$ cat config.mk
export PLATFORM = sky130hd
export DESIGN_NAME = ipv4_tcp_udp_header_builder
export DESIGN_NICKNAME = d
export VERILOG_FILES = /design/src/hdrb_pkg.sv /design/src/hdrb_csum.sv /design/src/hdrb_assemble.sv /design/src/ipv4_tcp_udp_header_builder.sv
export SDC_FILE = /design/constraint.sdc
export NUM_CORES = 1
export LEC_CHECK = 0
export BUFFER_PORTS_ARGS = -buffer_cell sky130_fd_sc_hd__buf_4
export CAP_MARGIN = 15
export CELL_PAD_IN_SITES_DETAIL_PLACEMENT = 1
export CELL_PAD_IN_SITES_GLOBAL_PLACEMENT = 2
export CORE_MARGIN = 1.5
export CORE_UTILIZATION = 38
export CTS_CLUSTER_SIZE = 28
export DETAILED_ROUTE_END_ITERATION = 16
export GPL_TIMING_DRIVEN = 1
export PLACE_DENSITY_LB_ADDON = 0.2
export SYNTH_ARGS = -nofsm -noshare
export SYNTH_HDL_FRONTEND = slang
export SYNTH_SLANG_ARGS = --single-unit
$ cat constraint.sdc
create_clock -name i_clk -period 23.4 [get_ports i_clk]
set_clock_uncertainty 0.15 [all_clocks]
set_input_delay 0 -clock i_clk [delete_from_list [all_inputs] [get_ports i_clk]]
set_output_delay 0 -clock i_clk [all_outputs]
set_load 0.03 [all_outputs]
$ cat src/hdrb_pkg.sv
// Shared types and constants for the IPv4 TCP/UDP header builder.
// Used by hdrb_csum, hdrb_assemble and ipv4_tcp_udp_header_builder; no dependencies.
package hdrb_pkg;

    localparam int unsigned IP_WORDS = 10;
    localparam int unsigned HDR_WORDS = 5;

    localparam logic [7:0]  VER_IHL    = 8'h45;
    localparam logic [7:0]  IP_TOS     = 8'h00;
    localparam logic [15:0] IP_FLAG_DF = 16'h4000;
    localparam logic [7:0]  IP_TTL     = 8'd64;
    localparam logic [7:0]  PROTO_TCP  = 8'd6;
    localparam logic [7:0]  PROTO_UDP  = 8'd17;
    localparam logic [15:0] IP_HDR_LEN = 16'd20;
    localparam logic [15:0] UDP_HDR_LEN = 16'd8;
    localparam logic [15:0] TCP_IP_LEN = 16'd40;
    localparam logic [7:0]  TCP_DOFF   = 8'h50;
    localparam logic [15:0] TCP_WINDOW = 16'hFFFF;
    localparam logic [7:0]  TCP_SYN_ONLY = 8'h02;
    localparam logic [5:0]  HLEN_TCP   = 6'd40;
    localparam logic [5:0]  HLEN_UDP   = 6'd28;

    typedef enum logic {
        CMD_TCP = 1'b0,
        CMD_UDP = 1'b1
    } t_cmd;

    typedef struct packed {
        t_cmd        cmd;
        logic [31:0] source_address;
        logic [15:0] source_port;
        logic [31:0] dest_address;
        logic [15:0] dest_port;
        logic [15:0] payload_len;
        logic [7:0]  tcp_flag_bits;
        logic [31:0] sequence_number;
        logic [31:0] ack_number;
    } t_req;

    typedef struct packed {
        logic [5:0]                    header_length;
        logic [HDR_WORDS-1:0][63:0]    header_word;
    } t_rsp;

endpackage

$ cat src/hdrb_csum.sv
// One's-complement checksum over the ten 16-bit words of an IPv4 header.
// Uses hdrb_pkg for the word count.
module hdrb_csum
    import hdrb_pkg::*;
(
    input  logic [IP_WORDS-1:0][15:0] i_words,
    output logic [15:0]               o_csum
);

    logic [16:0] s01, s23, s45, s67, s89;
    logic [17:0] s0123, s4567;
    logic [18:0] s_lo;
    logic [19:0] s_all;
    logic [16:0] fold1;
    logic [16:0] fold2;

    assign s01   = {1'b0, i_words[0]} + {1'b0, i_words[1]};
    assign s23   = {1'b0, i_words[2]} + {1'b0, i_words[3]};
    assign s45   = {1'b0, i_words[4]} + {1'b0, i_words[5]};
    assign s67   = {1'b0, i_words[6]} + {1'b0, i_words[7]};
    assign s89   = {1'b0, i_words[8]} + {1'b0, i_words[9]};
    assign s0123 = {1'b0, s01} + {1'b0, s23};
    assign s4567 = {1'b0, s45} + {1'b0, s67};
    assign s_lo  = {1'b0, s0123} + {1'b0, s4567};
    assign s_all = {1'b0, s_lo} + {3'b000, s89};

    assign fold1  = {1'b0, s_all[15:0]} + {13'd0, s_all[19:16]};
    assign fold2  = {1'b0, fold1[15:0]} + {16'd0, fold1[16]};
    assign o_csum = ~fold2[15:0];

endmodule

$ cat src/hdrb_assemble.sv
// Builds the IPv4 plus TCP or UDP header words for one request.
// Uses hdrb_pkg and the checksum unit hdrb_csum.
module hdrb_assemble
    import hdrb_pkg::*;
(
    input  t_req        i_req,
    input  logic [15:0] i_ident,
    output t_rsp        o_rsp
);

    logic        is_udp;
    logic [15:0] udp_len;
    logic [15:0] total_len;
    logic [7:0]  proto;
    logic [31:0] ack_eff;
    logic [15:0] csum;
    logic [IP_WORDS-1:0][15:0] ip_words;

    assign is_udp    = (i_req.cmd == CMD_UDP);
    assign udp_len   = UDP_HDR_LEN + i_req.payload_len;
    assign total_len = is_udp ? (IP_HDR_LEN + udp_len) : (TCP_IP_LEN + i_req.payload_len);
    assign proto     = is_udp ? PROTO_UDP : PROTO_TCP;
    assign ack_eff   = (i_req.tcp_flag_bits == TCP_SYN_ONLY) ? 32'd0 : i_req.ack_number;

    assign ip_words[0] = {VER_IHL, IP_TOS};
    assign ip_words[1] = total_len;
    assign ip_words[2] = i_ident;
    assign ip_words[3] = IP_FLAG_DF;
    assign ip_words[4] = {IP_TTL, proto};
    assign ip_words[5] = 16'd0;
    assign ip_words[6] = i_req.source_address[31:16];
    assign ip_words[7] = i_req.source_address[15:0];
    assign ip_words[8] = i_req.dest_address[31:16];
    assign ip_words[9] = i_req.dest_address[15:0];

    hdrb_csum u_csum (
        .i_words (ip_words),
        .o_csum  (csum)
    );

    always_comb begin
        o_rsp.header_word[0] = {VER_IHL, IP_TOS, total_len, i_ident, IP_FLAG_DF};
        o_rsp.header_word[1] = {IP_TTL, proto, csum, i_req.source_address};
        o_rsp.header_word[2] = {i_req.dest_address, i_req.source_port, i_req.dest_port};
        if (is_udp) begin
            o_rsp.header_word[3] = {udp_len, 16'd0, 32'd0};
            o_rsp.header_word[4] = 64'd0;
            o_rsp.header_length  = HLEN_UDP;
        end else begin
            o_rsp.header_word[3] = {i_req.sequence_number, ack_eff};
            o_rsp.header_word[4] = {TCP_DOFF, i_req.tcp_flag_bits, TCP_WINDOW, 32'd0};
            o_rsp.header_length  = HLEN_TCP;
        end
    end

endmodule

$ cat src/ipv4_tcp_udp_header_builder.sv
// Top level of the IPv4 TCP/UDP header builder: input register, identification counter,
// header assembly and result register. Uses hdrb_pkg and hdrb_assemble.
//
//  Channel | Direction | Contents
//  s_*     | in        | one packet descriptor per request; tuser carries the TCP/UDP select
//  m_*     | out       | five big-endian header words and the header length
//
// An accepted request waits in the input register, then moves to the result register;
// one request is accepted per cycle while the result side keeps up. The pipeline
// is the input register followed by the result register. Reset clears both valid flags
// and the identification counter. A stall on the result side holds both stages; the input
// side still takes a request while the input stage is empty.
module ipv4_tcp_udp_header_builder
    import hdrb_pkg::*;
(
    input  logic         i_clk,
    input  logic         i_rst_n,
    input  logic         i_s_tvalid,
    output logic         o_s_tready,
    // source_address, source_port, dest_address, dest_port, payload_len,
    // tcp_flag_bits, sequence_number, ack_number
    input  logic [183:0] i_s_tdata,
    // cmd
    input  logic [0:0]   i_s_tuser,
    output logic         o_m_tvalid,
    input  logic         i_m_tready,
    // header_word_0 .. header_word_4, header_length, two zero bits
    output logic [327:0] o_m_tdata
);

    logic        r_in_valid, n_in_valid;
    t_req        r_in, n_in;
    logic        r_out_valid, n_out_valid;
    t_rsp        r_out, n_out;
    logic [15:0] r_ident, n_ident;

    logic        out_free;
    logic        advance;
    logic        take_in;
    t_req        req_in;
    t_rsp        rsp;

    assign req_in.cmd             = t_cmd'(i_s_tuser[0]);
    assign req_in.source_address  = i_s_tdata[31:0];
    assign req_in.source_port     = i_s_tdata[47:32];
    assign req_in.dest_address    = i_s_tdata[79:48];
    assign req_in.dest_port       = i_s_tdata[95:80];
    assign req_in.payload_len     = i_s_tdata[111:96];
    assign req_in.tcp_flag_bits   = i_s_tdata[119:112];
    assign req_in.sequence_number = i_s_tdata[151:120];
    assign req_in.ack_number      = i_s_tdata[183:152];

    assign out_free   = !r_out_valid || i_m_tready;
    assign advance    = r_in_valid && out_free;
    assign o_s_tready = !r_in_valid || out_free;
    assign take_in    = i_s_tvalid && o_s_tready;

    hdrb_assemble u_assemble (
        .i_req   (r_in),
        .i_ident (r_ident),
        .o_rsp   (rsp)
    );

    always_comb begin
        n_in_valid  = r_in_valid;
        n_in        = r_in;
        n_out_valid = r_out_valid;
        n_out       = r_out;
        n_ident     = r_ident;
        if (out_free) begin
            n_out_valid = r_in_valid;
        end
        if (advance) begin
            n_out = rsp;
            if (r_in.cmd == CMD_TCP) begin
                n_ident = r_ident + 16'd1;
            end
        end
        if (take_in) begin
            n_in_valid = 1'b1;
            n_in       = req_in;
        end else if (advance) begin
            n_in_valid = 1'b0;
        end
    end

    always_ff @(posedge i_clk) begin
        if (!i_rst_n) begin
            r_in_valid  <= 1'b0;
            r_out_valid <= 1'b0;
            r_ident     <= 16'd0;
        end else begin
            r_in_valid  <= n_in_valid;
            r_out_valid <= n_out_valid;
            r_ident     <= n_ident;
        end
    end

    always_ff @(posedge i_clk) begin
        r_in  <= n_in;
        r_out <= n_out;
    end

    assign o_m_tvalid = r_out_valid;
    assign o_m_tdata  = {2'b00, r_out};

endmodule
==> results.json, run 1 <==
{
  "cap_violations": 0,
  "rr_worst_depth": 37,
  "ir_drop_mv": 0.0808,
  "clock_latency_ns": 0.57,
  "clkPwrFrac_pct": 27.8,
  "grt_pass1_vias": 13464,
  "min-delay-start": "i_s_tdata[79]",
  "dr.pass1.iters": 4,
  "internal_power_mw": 1.78,
  "setup_viol": 0,
  "h-tree-depth": 2,
  "drc": 0,
  "hpwl_um": 33600,
  "fin_nets": 2244,
  "synth_top_area_share_pct": 66.0,
  "async_flop_share_pct": 0,
  "wl_um": 54500,
  "synth_edf_count": 403,
  "fin_ws_ns": 13.24,
  "ys_seq_elements": 421,
  "max_clock_freq_mhz": 98.4,
  "fin_setup_tns_ns": 0,
  "die_area_um2": 49600,
  "ys.flop_type": "edfxtp_1",
  "cp.arrival_ns": 10.32,
  "drive_gt1_share_pct": 26.7,
  "antenna_found_initial": 4,
  "rows": 80,
  "timing.rr.start": "r_in[184]",
  "cp.required_ns": 23.57,
  "cp_slowest_cell": "buf_4",
  "combPwrFrac_pct": 38.2,
  "ys_seq_area_share_pct": 68.0,
  "tightest_slew_ns": 1.02,
  "p_leak_nw": 10.7,
  "yosysMostFrequentCell": "edfxtp_1",
  "crit_type": "reg2reg",
  "worstPathMaxFanout": 67,
  "core_area_um2": 47600,
  "path_clk_slew_ns": 0.07,
  "port_buffers": 431,
  "timing.final.hold_violations": 0,
  "pwr-share-seq_pct": 34.0,
  "yosys-top-cells-count": "403 x edfxtp_1, 111 x buf_4, 103 x inv_1, 67 x fa_1, 50 x xnor2_1",
  "cts_buffer_depth": 3,
  "r2r-end": "o_m_tdata[110]",
  "detail-route-antenna-nets": 0,
  "synthTopCellsByArea": "edfxtp_1 66%, fa_1 7.3%, buf_4 4.5%",
  "initial_core_util_pct": 38.5,
  "drt_iter0_markers": 557,
  "num_io_pins": 519,
  "slowest_delay_ns": 0.65,
  "max_slew_margin_pct": 31.9,
  "track_usage_pct": 21.8,
  "cts_sinks": 421,
  "yosysTopAreaCell": "edfxtp_1",
  "post-place-ws_ns": 13.21,
  "outcome": "finished clean",
  "clock-root-buffer": "clkbuf_16",
  "hold_path.class": "in2reg",
  "gp_congestion": 0.764,
  "fin_crit_sh_pct": 43.4,
  "cp-startpoint": "r_in[184]",
  "die_h_um": 223,
  "hold_end": "r_in[135]",
  "slew_viol_final": 0,
  "synth_area_um2": 18300,
  "end_kind": "flop",
  "power_density_nw_per_um2": 103,
  "critPathLaunchType": "flop",
  "wire_per_inst_um": 20.9,
  "hold_depth": 2,
  "synth_cell_types": 65,
  "num_vias": 11916,
  "p_sw_share_pct": 35.3,
  "switching_power_mw": 0.970,
  "avgSynthCellArea_um2": 15.5,
  "ys_warn_count": 0,
  "final.min_clock_period_ns": 10.16,
  "final_cells": 2600,
  "viasPerCell": 4.58,
  "r2r_setup_slack_ns": 13.24,
  "fp.dieW_um": 223,
  "rsz0062_at_grt": "false",
  "cts_buffers": 46,
  "place_inst": 2190,
  "grt-ovfl-total": 0,
  "cts_tree": "yes",
  "grt_pass1_wl_um": 81000,
  "area_delta_synth_final_pct": 45.2,
  "syn_inst": 1184,
  "grt_start_max_net_pins": 152,
  "cts_resized": 0
}
worst max-delay path by stage:
stage,to,slack (ns),cells after the start
after floorplan,r_ident[15],10.88,10
after global placement,o_m_tdata[110],13.58,37
after detailed placement,o_m_tdata[110],13.21,37
after CTS,o_m_tdata[110],13.16,37
after global routing,o_m_tdata[110],12.30,37
final,o_m_tdata[110],13.24,37
stage by stage:
| stage | total power [mW] | instance area, µm² | util, % | hold WS, ns |
|---|---|---|---|---|
| floorplan | 1.70 | 18700 | - | -0.0511 |
| global placement | 1.94 | 21800 | 45.8 | 0.0281 |
| detailed placement | 1.96 | 21800 | 45.8 | 0.0293 |
| CTS | 2.77 | 26600 | 55.8 | 0.000412 |
| global route | 2.92 | 26600 | 55.9 | 0.000211 |
| finish | 2.75 | 26600 | 55.9 | 0.0135 |
cells in the final DEF, fill, tap and decap left out, types with 4 or more instances in the layout:
cell	netlist	layout
inv_1	103	103
and2_1	48	47
edfxtp_1	403	403
clkinv_2	0	6
nor3_1	13	13
ha_1	42	42
mux2_2	5	5
nor2b_1	32	31
bufinv_16	0	7
fa_1	67	67
conb_1	2	87
clkbuf_16	0	46
dlygate4sd3_1	0	323
nor2_1	35	35
nand2b_1	5	5
xnor2_1	50	50
nand3_1	22	22
buf_4	111	435
and3_1	9	9
dfxtp_1	18	18
or3_1	5	5
o21ai_0	20	20
a211oi_1	4	4
a21boi_0	4	4
clkbuf_1	15	9
clkinv_1	0	8
nand4_1	5	5
nand2_1	41	41
a21oi_1	44	43
xor2_1	21	21
nor4_1	5	5
sequential cells by signal, indices dropped and copies added (netlist names):
register and flops:
o_m_tdata 218, o_m_tvalid 1, r_ident 16, r_in_valid 1, r_in 185
repair_timing:
action	CTS	global route
setup buffers	0	0
hold endpoints to repair	245	3
hold buffers	320	3
logic make-up after synthesis:
kind of cell	count (synthesis)	share of synthesized area [%]
flip-flops	421	68.0
AND/OR/NAND/NOR	241	7.29
buffers and inverters	234	7.16
adder cells (fa/ha/maj)	109	10.2
AO/OA/AOI/OAI	95	3.23
XOR/XNOR	73	3.57
multiplexers	9	0.553
other	2	0.0410
power by group through the flow:
stage / Combinational (mW) / Clock, mW / Sequential, mW
after floorplan: 0.685 / 0 / 1.02
after global placement: 0.995 / 0 / 0.947
after detailed placement: 1.01 / 0 / 0.949
after CTS: 1.06 / 0.769 / 0.934
after global routing: 1.17 / 0.808 / 0.941
final: 1.05 / 0.764 / 0.936
worst max-delay path: cells and delay by family (launching register included):
kind / cells / cell delay, ns
AOI/OAI and AO/OA: 11 / 2.73
buffers and inverters: 6 / 1.42
xor gates and xnor gates: 3 / 0.49
and+or+nand+nor: 8 / 1.63
DFF: 1 / 0.32
adders and majority gates: 9 / 3.15
layer usage:
metal | up-vias | GRT usage (%) | part of all wire [%]
met5 | - | 0 | 0.094
met2 | 338 | 40.4 | 54
met3 | 82 | 6.63 | 6.6
met4 | 8 | 6.19 | 2.5
met1 | 5992 | 23.7 | 37
li1 | 5496 | - | -
cell type report:
class | count | area (µm²)
Inverter | 103 | 387
Antenna cell | 1 | 2.50
Tap cell | 615 | 769
Clock inverter | 28 | 337
Timing Repair Buffer | 760 | 6540
Multi-Input combinational cell | 614 | 4890
Sequential cell | 421 | 12500
Clock buffer | 58 | 1230
Fill cell | 4626 | 21000
No activity file was read; power rests on OpenSTA's default activity.
==> inputs of run 2 (changes only) <==
--- a/config.mk
+++ b/config.mk
@@ -10,7 +10,7 @@
 export CELL_PAD_IN_SITES_DETAIL_PLACEMENT = 1
 export CELL_PAD_IN_SITES_GLOBAL_PLACEMENT = 2
 export CORE_MARGIN = 1.5
-export CORE_UTILIZATION = 38
+export CORE_UTILIZATION = 32
 export CTS_CLUSTER_SIZE = 28
 export DETAILED_ROUTE_END_ITERATION = 16
 export GPL_TIMING_DRIVEN = 1
==> constraint.sdc (replaced) <==
create_clock -name i_clk -period 8.5 [get_ports i_clk]
set_clock_uncertainty 0.15 [all_clocks]
set_input_delay 0 -clock i_clk [delete_from_list [all_inputs] [get_ports i_clk]]
set_output_delay 0 -clock i_clk [all_outputs]
set_load 0.03 [all_outputs]
==> results.json, run 2 (synthesized netlist as in run 1, its figures left out) <==
{
  "hold_path.class": "in2reg",
  "die_h_um": 242,
  "drc": 0,
  "num_vias": 12194,
  "detail-route-antenna-nets": 0,
  "grt.met1_usage_pct": 19.9,
  "area_delta_synth_final_pct": 54.4,
  "drive_gt1_share_pct": 32.0,
  "hold_depth": 2,
  "p_leak_nw": 11.4,
  "setup_viol": 0,
  "timing.final.hold_violations": 0,
  "cap_violations": 0,
  "rr_worst_depth": 38,
  "viasPerCell": 4.27,
  "port_buffers": 431,
  "placed_area_um2": 22400,
  "grt_start_max_net_pins": 73,
  "worstPathMaxFanout": 10,
  "cp_slowest_cell": "fa_1",
  "ir_drop_mv": 0.174,
  "wire_per_inst_um": 18.4,
  "dr.pass1.iters": 4,
  "track_usage_pct": 17.7,
  "gp_congestion": 0.797,
  "grt_pass1_vias": 13469,
  "fin_nets": 2363,
  "fin_crit_sh_pct": 96.7,
  "layout_commonest_cell": "buf_4",
  "num_io_pins": 519,
  "wl_um": 52700,
  "antenna_found_initial": 4,
  "largest_register_ffs": 218,
  "grt-ovfl-total": 0,
  "cp.required_ns": 8.69,
  "whs_ns": 0.0453,
  "hpwl_um": 35400,
  "max_slew_margin_pct": 33.5,
  "cts_sinks": 421,
  "core_area_um2": 56500,
  "crit_type": "reg2reg",
  "final_cell_mix": "503 x buf_4, 403 x edfxtp_1, 369 x dlygate4sd3_1",
  "slowest_delay_ns": 0.57,
  "tightest_slew_ns": 0.997,
  "antenna-diode-count": 0,
  "critPathLaunchType": "flop",
  "initial_core_util_pct": 32.5,
  "rows": 87,
  "max_clock_freq_mhz": 122,
  "outcome": "finished clean",
  "cp.arrival_ns": 8.41,
  "die_area_um2": 58700,
  "final.min_clock_period_ns": 8.22,
  "cts_tree": "yes",
  "rsz0062_at_grt": "true",
  "met2_usage_pct": 32.3,
  "cts_buffers": 48,
  "drt_iter0_markers": 501,
  "clock_latency_ns": 0.60,
  "power_density_nw_per_um2": 292,
  "clock-root-buffer": "clkbuf_16",
  "grtUsageMet3_pct": 4.87,
  "h-tree-depth": 2,
  "fp.dieW_um": 242,
  "slew_viol_final": 0,
  "total_power_mw": 8.27,
  "grt_pass1_wl_um": 79400,
  "end_kind": "flop",
  "finish.instance_area_um2": 28300,
  "path_clk_slew_ns": 0.06,
  "cts_buffer_depth": 3,
  "top_usage_layer": "met2"
}
## run 2: cell types whose count changed in the layout (fill, tap and decap cells not counted), sizes merged
cell / delta
dlygate4sd3: +46
diode: -1
clkinvlp: -2
clkbuf: -2
inv: -1
buf: +71
clkinv: +6
## run 2: cell type report
| cell class | count | area (µm²) |
|---|---|---|
| Inverter | 103 | 389 |
| Fill cell | 5657 | 28200 |
| Clock inverter | 31 | 365 |
| Clock buffer | 56 | 1240 |
| Timing Repair Buffer | 877 | 7530 |
| Multi-Input combinational cell | 614 | 5370 |
| Tap cell | 756 | 946 |
| Sequential cell | 421 | 12500 |
## run 2: worst max-delay path: cells and delay by family (launching register included)
family	cells	cell delay, ns
fa+ha+maj	10	3.27
simple gates	11	1.70
compound gates	9	1.48
buf+inv	5	0.45
flops	1	0.46
xor+xnor	3	0.46
## run 2: stage by stage
step           setup slack [ns]  instances  TNS (ns)  utilization (%)
2_1_floorplan          0.000244       1269         0                -
3_3_place_gp            -0.0356       2383   -0.0356             39.6
3_5_place_dp             -0.311       2383     -1.01             39.6
4_1_cts                 0.00263       2845         0             49.3
5_1_grt                  -0.201       2858    -0.355             50.1
6_report                  0.283       2858         0             50.1
## run 2: per-layer routing
| layer | vias up | part of all wire (%) |
|---|---|---|
| met5 | - | 0.087 |
| met4 | 8 | 2.6 |
| met2 | 286 | 54 |
| met1 | 6078 | 38 |
| met3 | 88 | 6.1 |
| li1 | 5734 | - |
## run 2: where the power goes
group	switching, mW	internal (mW)	total (mW)	leakage, nW
Sequential	0.0562	2.51	2.57	4.00
Combinational	1.99	1.57	3.56	6.58
Clock	0.869	1.26	2.13	0.791
## run 2: final timing paths
kind / startpoint / to / slack, ns
worst max-delay path: r_in[75] / o_m_tdata[110] / 0.28
worst min-delay path: i_s_tdata[114] / r_in[66] / 0.05
worst min register to register: r_in[102] / o_m_tdata[142] / 0.27
worst max register to register: r_in[75] / o_m_tdata[110] / 0.28
## run 2: what timing repair did
item,CTS,global route
endpoints found under the setup margin,6,12
resized for setup,19,79
hold buffers,369,0
pin swaps,8,51
buffers inserted,6,13
hold endpoints to repair,203,0
